## src/hw/rtl/twcm_pkg.sv

```systemverilog
// Shared types and constants of the textured wall column mapper.
package twcm_pkg;

    // Request kinds carried on the input tuser
    localparam logic [1:0] REQ_WRITE = 2'd0;
    localparam logic [1:0] REQ_START = 2'd1;
    localparam logic [1:0] REQ_PIXEL = 2'd2;
    localparam logic [1:0] REQ_NONE  = 2'd3;   // ignored by the block

    // Wall faces, also the upper bits of the texel store address
    localparam logic [1:0] FACE_NORTH = 2'd0;
    localparam logic [1:0] FACE_SOUTH = 2'd1;
    localparam logic [1:0] FACE_EAST  = 2'd2;
    localparam logic [1:0] FACE_WEST  = 2'd3;

    localparam int FACE_AW  = 12;                 // address bits per face
    localparam int STORE_AW = FACE_AW + 2;        // face and texel address
    localparam int TEXEL_W  = 24;
    localparam int QUO_W    = 25;                 // widest step quotient
    localparam int POS_W    = 40;
    localparam int STEP_W   = 23;

    localparam logic [TEXEL_W-1:0] HALF_MASK  = 24'd8355711;
    localparam logic [10:0]        SCR_H_RST  = 11'd480;

    // Controller to datapath commands
    typedef struct packed {
        logic wr_texel;
        logic start_col;
        logic pixel_issue;
        logic div_step;
        logic load_step;
        logic mul;
        logic out_load;
    } t_cmd;

    // Datapath to controller status
    typedef struct packed {
        logic busy;
        logic out_free;
    } t_status;

endpackage

```

## src/hw/rtl/twcm_ctrl.sv

```systemverilog
// Controller state machine of the textured wall column mapper.
module twcm_ctrl #(
    parameter int DIV_STEPS = 23
) (
    input  logic              i_clk,
    input  logic              i_rst_n,
    input  logic              i_valid,
    input  logic [1:0]        i_req_type,
    input  twcm_pkg::t_status i_status,
    output logic              o_ready,
    output twcm_pkg::t_cmd    o_cmd
);
    import twcm_pkg::*;

    localparam int CNT_W = $clog2(DIV_STEPS);
    localparam logic [CNT_W-1:0] CNT_LAST = CNT_W'(DIV_STEPS - 1);

    localparam logic [2:0] ST_IDLE = 3'd0;
    localparam logic [2:0] ST_DIV  = 3'd1;
    localparam logic [2:0] ST_SAT  = 3'd2;
    localparam logic [2:0] ST_MUL  = 3'd3;
    localparam logic [2:0] ST_PIX  = 3'd4;

    logic [2:0]       r_state, n_state;
    logic [CNT_W-1:0] r_cnt, n_cnt;
    logic             w_accept;

    assign o_ready  = (r_state == ST_IDLE);
    assign w_accept = i_valid && o_ready;

    always_comb begin
        n_state = r_state;
        n_cnt   = r_cnt;
        o_cmd   = '0;
        unique case (r_state)
            ST_IDLE: begin
                o_cmd.wr_texel    = w_accept && (i_req_type == REQ_WRITE);
                o_cmd.start_col   = w_accept && (i_req_type == REQ_START);
                o_cmd.pixel_issue = w_accept && (i_req_type == REQ_PIXEL) && i_status.busy;
                if (o_cmd.start_col) begin
                    n_state = ST_DIV;
                    n_cnt   = '0;
                end else if (o_cmd.pixel_issue) begin
                    n_state = ST_PIX;
                end
            end
            ST_DIV: begin
                o_cmd.div_step = 1'b1;
                n_cnt          = r_cnt + 1'b1;
                if (r_cnt == CNT_LAST) begin
                    n_state = ST_SAT;
                end
            end
            ST_SAT: begin
                o_cmd.load_step = 1'b1;
                n_state         = ST_MUL;
            end
            ST_MUL: begin
                o_cmd.mul = 1'b1;
                n_state   = ST_IDLE;
            end
            ST_PIX: begin
                // hold the texel until the output register frees up
                if (i_status.out_free) begin
                    o_cmd.out_load = 1'b1;
                    n_state        = ST_IDLE;
                end
            end
            default: begin
                n_state = ST_IDLE;
            end
        endcase
    end

    always_ff @(posedge i_clk) begin
        if (!i_rst_n) begin
            r_state <= ST_IDLE;
            r_cnt   <= '0;
        end else begin
            r_state <= n_state;
            r_cnt   <= n_cnt;
        end
    end

    a_pix_follows_issue: assert property (@(posedge i_clk) disable iff (!i_rst_n)
        o_cmd.pixel_issue |=> (r_state == ST_PIX))
        else $error("pixel issue did not enter the texel wait state");

    a_div_ends: assert property (@(posedge i_clk) disable iff (!i_rst_n)
        (r_state == ST_DIV && r_cnt == CNT_LAST) |=> (r_state == ST_SAT))
        else $error("divider did not stop after its last step");

    a_mul_returns: assert property (@(posedge i_clk) disable iff (!i_rst_n)
        (r_state == ST_MUL) |=> (r_state == ST_IDLE))
        else $error("column setup did not return to idle");
endmodule

```

## config.mk

```make
export PLATFORM = sky130hd
export DESIGN_NAME = twcm_ctrl
export DESIGN_NICKNAME = d
export VERILOG_FILES = /design/src/hw/rtl/twcm_pkg.sv /design/src/hw/rtl/twcm_ctrl.sv
export SDC_FILE = /design/constraint.sdc
export NUM_CORES = 1
export LEC_CHECK = 0
export BUFFER_PORTS_ARGS = -buffer_cell sky130_fd_sc_hd__buf_2
export CELL_PAD_IN_SITES_DETAIL_PLACEMENT = 1
export CELL_PAD_IN_SITES_GLOBAL_PLACEMENT = 1
export CORE_UTILIZATION = 37
export DETAILED_ROUTE_END_ITERATION = 8
export PLACE_DENSITY = 0.91
export SLEW_MARGIN = 0
export SYNTH_ARGS = -nofsm -noshare
export SYNTH_HDL_FRONTEND = slang
export SYNTH_SLANG_ARGS = --single-unit
```

## constraint.sdc

```tcl
create_clock -name i_clk -period 3.45 [get_ports i_clk]
set_input_delay 0.69 -clock i_clk [delete_from_list [all_inputs] [get_ports i_clk]]
set_output_delay 0.69 -clock i_clk [all_outputs]
set_load 0.02 [all_outputs]
```

* After elaboration in Yosys (flattened, before gate mapping)
Cells that the tools add are included.
W data, S select, Z words.
** Word-level totals
- Register bits :: 8
- Latch bits :: 0
- Bits in writable memories :: 0
- Memory bits (read-only) :: 0
- Input bits :: 7
- Output and inout port bits :: 8
- Memories :: 0
** Cells by class
- Add/subtract/negate cells :: 1
- Multiply operators :: 0
- Divide/modulo/power cells :: 0
- Magnitude comparators :: 0
- Equality and inequality tests :: 11
- Shift-type cells :: 0
- Muxes and demuxes :: 13
- Bitwise gates (word level) :: 0
- Reduce and logical (&&, ||, !) cells :: 10
** Operator list (count)
- $mux W3 :: 5
- $pmux W3 S4 :: 1
- $pmux W5 S2 :: 1
- $eq A3 B2 Y1 const B :: 2
- $add A5 B1 Y5 const B :: 1
- $eq A5 B5 Y1 const B :: 1
- $logic_and A1 B1 Y1 :: 5
- $mux W1 :: 5
- $mux W5 :: 1
- $ne A2 B2 Y1 const B :: 2
- $eq A3 B1 Y1 const B :: 1
- $eq A3 B3 Y1 const B :: 1
- $logic_not A3 Y1 :: 1
- $ne A3 B1 Y1 const B :: 1
- $reduce_and A3 Y1 :: 1
- $eq A2 B1 Y1 const B :: 1
- $eq A2 B2 Y1 const B :: 1
- $logic_not A2 Y1 :: 1
- $ne A2 B1 Y1 const B :: 1
- $reduce_and A2 Y1 :: 1
- $reduce_bool A2 Y1 :: 1

* Logic depth before layout (Yosys ltp)
- Depth after elaboration :: 7
- Gate-level depth with buffers :: 5

* Worst setup path after synthesis
Ideal clock, no wire load.
- Path kind :: register to output
- From :: register r_state[1]
- To :: output o_cmd[6] in the netlist's numbering
- Arrival time :: 1.546 ns
- Required time :: 2.760 ns
- Path slack :: 1.214 ns
- Cell stages (with the launch flop) :: 5
- Path through :: dfxtp_1 > clkbuf_2 > nor3_1 > and2_1 > nor2b_1
** RTL lines
- start: declaration :: line twcm_ctrl.sv:24 : logic [2:0] r_state, n_state;
- start signal: assignment :: line twcm_ctrl.sv:80 : r_state <= n_state;
- end: declaration :: line twcm_ctrl.sv:11 : output twcm_pkg::t_cmd o_cmd

==> results.md <==
- Part of the Yosys area used for sequential elements: between 30% and 40%
- Sinks on the clock net: 8
- F_max: 0.4637 GHz
- DR pass1 iterations: 2
- Number of synthesis warnings: 0
- Crit path launch type: flip-flop
- Reg-to-reg critical path startpoint: r_state[0]
- Power per Cell Area: around 330 mW/mm2
- Growth of design area from synthesis to finish: 14.66%
- Post-detail-place hpwl: 1025 um
- Final worst-path cycle share: a little over three fifths
- Total area of sequential cells: approximately 160 um2
- Row count: 13
- Commonest non-fill, non-tap cells in the layout: sky130_fd_sc_hd__buf_2 (14), sky130_fd_sc_hd__dfxtp_1 (8), sky130_fd_sc_hd__nand3_1 (7), sky130_fd_sc_hd__inv_1 (6), sky130_fd_sc_hd__a21oi_1 (6)
- Clock tree root driver cell: sky130_fd_sc_hd__clkbuf_4
- Class of the tightest hold or removal check: reg -> reg
- Minimum setup slack after placement: 1313 ps
- Quantity of hold-fixing buffers added after cts: 0
- Chip Height: slightly below 40 um
- Run status: finished clean
- Via count of the first global-routing pass: about 500
- Initial core utilization: about two fifths
- Setup ws final: 1293 ps
- Number of filler instances in the final layout: between 150 and 200
- Total length of routed wires: 1375 um
- Post-synthesis cell type with the largest combined area: sky130_fd_sc_hd__dfxtp_1
- Required @ worst endpoint: 2760 ps
- Layout Skew: roughly 9.5 ps
- Worst reg-to-reg path cell count: 3
- Post-synthesis cell area: about 520 um2
- CTS H-tree depth: 1
- Worst reg2reg endpoint: r_cnt[4]
- Clock-pin slew on the worst setup and hold paths: about 60 ps
- Wire length of the first global-routing pass: 2166 um
- Post-CTS setup repair buffer count: 0
- Max transition margin: 73.06%
- Final min period: ~2200 ps
- Syn_area_per_cell: 7.886 um2
- Post-Route Setup TNS: 0 ps
- Capture point of the worst path: o_cmd[0]
- Type of element capturing the critical path: primary output
- Clock Path Buffers: 2
- Die span in x: approximately 40 um
- LEAKAGE: about 0.24 nW
- Met1 wire length: ~620 um
- Total clock buffers created by CTS: 3
- Largest fanout on the critical path: 14
- Final net count: 89
- DRC violations left: 0
- Core utilization of the finished layout: 45.87%
- Metal3 WL: 39 um
- Average wire per cell in the routed design: about 15 um
- Setup repair after global routing missed its margin: false
- Gate count after technology mapping: 66
- Placed Instances: 90
- Clock insertion delay at the later pin of the skew report: around 270 ps
- Most common cell after layout, fill and taps aside: sky130_fd_sc_hd__buf_2
- Number of resized instances in the post-cts repair step: 0
- Cell types occupying the most area after synthesis: sky130_fd_sc_hd__dfxtp_1 (31%), sky130_fd_sc_hd__nand3_1 (6.7%), sky130_fd_sc_hd__a21oi_1 (5.8%), sky130_fd_sc_hd__ha_1 (4.8%), sky130_fd_sc_hd__buf_6 (4.3%)
- Max cap viols: 0
- Area enclosed by the die boundary: approximately 0.0016 mm2
- Routability congestion estimate from global placement: approximately 0.76
- TritonCTS clock tree: built
- Initial antenna violation count: 0
- Top metal layer carrying routed signals: met4
- Maximum number of pins on one net before global-route repair: 15
- Peak supply drop: 167.4 uV
- Number of hold violations in the final report: 0
- Number of nets produced by synthesis: between 70 and 80
- Number of nets with antenna violations after detailed routing: 0
- Met2 WL: about 670 um
- Overall overflow remaining after global route: 0
- Critical Setup Path Class: reg -> out
- Overall power: 0.0001995 W
- Launch point of the critical path: r_state[0]
- Pin slew with the least headroom to its limit: approximately 400 ps
- Number of buffer cells added on primary ports: 14
- R2r setup slk: 1800 ps
- Placeable core region: 0.001301 mm2
- Top cell type's share of synthesized area: a little under a third
- Number of vias per cell after detailed routing: approximately 5.6
- Total area of multi-input combinational cells: between 300 and 400 um2
- Total via count in the routed design: 519
- Diodes inserted: 0
- Netlist cell types: 27
- Ports placed on the boundary: 15
- Layout cell share with drive strength beyond 1: between 20 and 25%
- Fin. max-slew vios: 0
- Synth Register Bits: 8
- Combined global-route utilization of all metal layers: about 22%
- Arr. time, crit path: 1470 ps
- Non-filler instance count after layout: 93
- Number of violations reported at the end of detailed-routing iteration 0: 4
- Final number of setup-violating endpoints: 0
-- report_power, final --
part	total, W	switching, W	internal (W)
clock	0.0000757	0.0000357	0.0000401
sequential	0.0000976	0.00000325	0.0000943
combinational	0.0000262	0.0000162	0.0000100
total	0.000200	0.0000552	0.000144
-- per-layer routing --
metal	vias to the layer above	GRT usage, %
li1	266	-
met1	244	25.26
met2	5	33.61
met3	4	8.523
met4	0	15.52
met5	-	0
-- state kept, by name, indices dropped and copies added (netlist names) --
signal   cells
r_cnt        5
r_state      3
-- worst max-delay path, stage by stage, from the launching register on --
cell	delay [ps]
sky130_fd_sc_hd__dfxtp_1	500
sky130_fd_sc_hd__inv_1	280
sky130_fd_sc_hd__and4_1	260
sky130_fd_sc_hd__buf_2	150
-- worst min-delay path by stage --
| stage | from | end | slack, ps | cells past startpoint |
|---|---|---|---|---|
| finish | r_cnt[1] | r_cnt[1] | 540 | 2 |
| global route | r_cnt[1] | r_cnt[1] | 560 | 2 |
| CTS | r_cnt[1] | r_cnt[1] | 540 | 2 |
| detailed placement | r_cnt[1] | r_cnt[1] | 530 | 2 |
| global placement | r_cnt[1] | r_cnt[1] | 520 | 2 |
| floorplan | r_cnt[1] | r_cnt[1] | 490 | 2 |
-- kinds of logic after synthesis --
family | Yosys count | share of synthesized area [%]
AOI/OAI and AO/OA | 13 | 16.83
and+or+nand+nor | 32 | 36.54
buffers and inverters | 11 | 11.06
adders and majority gates | 2 | 4.807
DFF | 8 | 30.77
-- metrics by stage --
step	hold slack [ps]	instance area, um2
finish	536.7	596.8
global route	560.5	596.8
CTS	538.0	596.8
detailed placement	528.7	574.3
global placement	515.6	574.3
floorplan	489.3	520.5
-- area by class of cell --
type / count / area share, %
clock buffers: 3 / 3.774
inverters: 6 / 3.774
multi-input cells: 47 / 50.73
flip-flops and latches: 8 / 26.83
well taps: 15 / 3.145
repair buffers: 14 / 11.74
-- synth_stat cells (all sizes together) --
master  n
a211o   1
a211oi  1
a21o    1
a21oi   6
a41oi   2
and2    1
and3b   1
and4    1
buf     2
clkbuf  3
dfxtp   8
ha      2
inv     6
nand2   4
nand2b  1
nand3   7
nand3b  2
nand4   2
nor2    1
nor2b   2
nor3    4
nor4b   2
o31ai   1
o32ai   1
or2     1
or4     3
(Power assumes the default switching activity.)
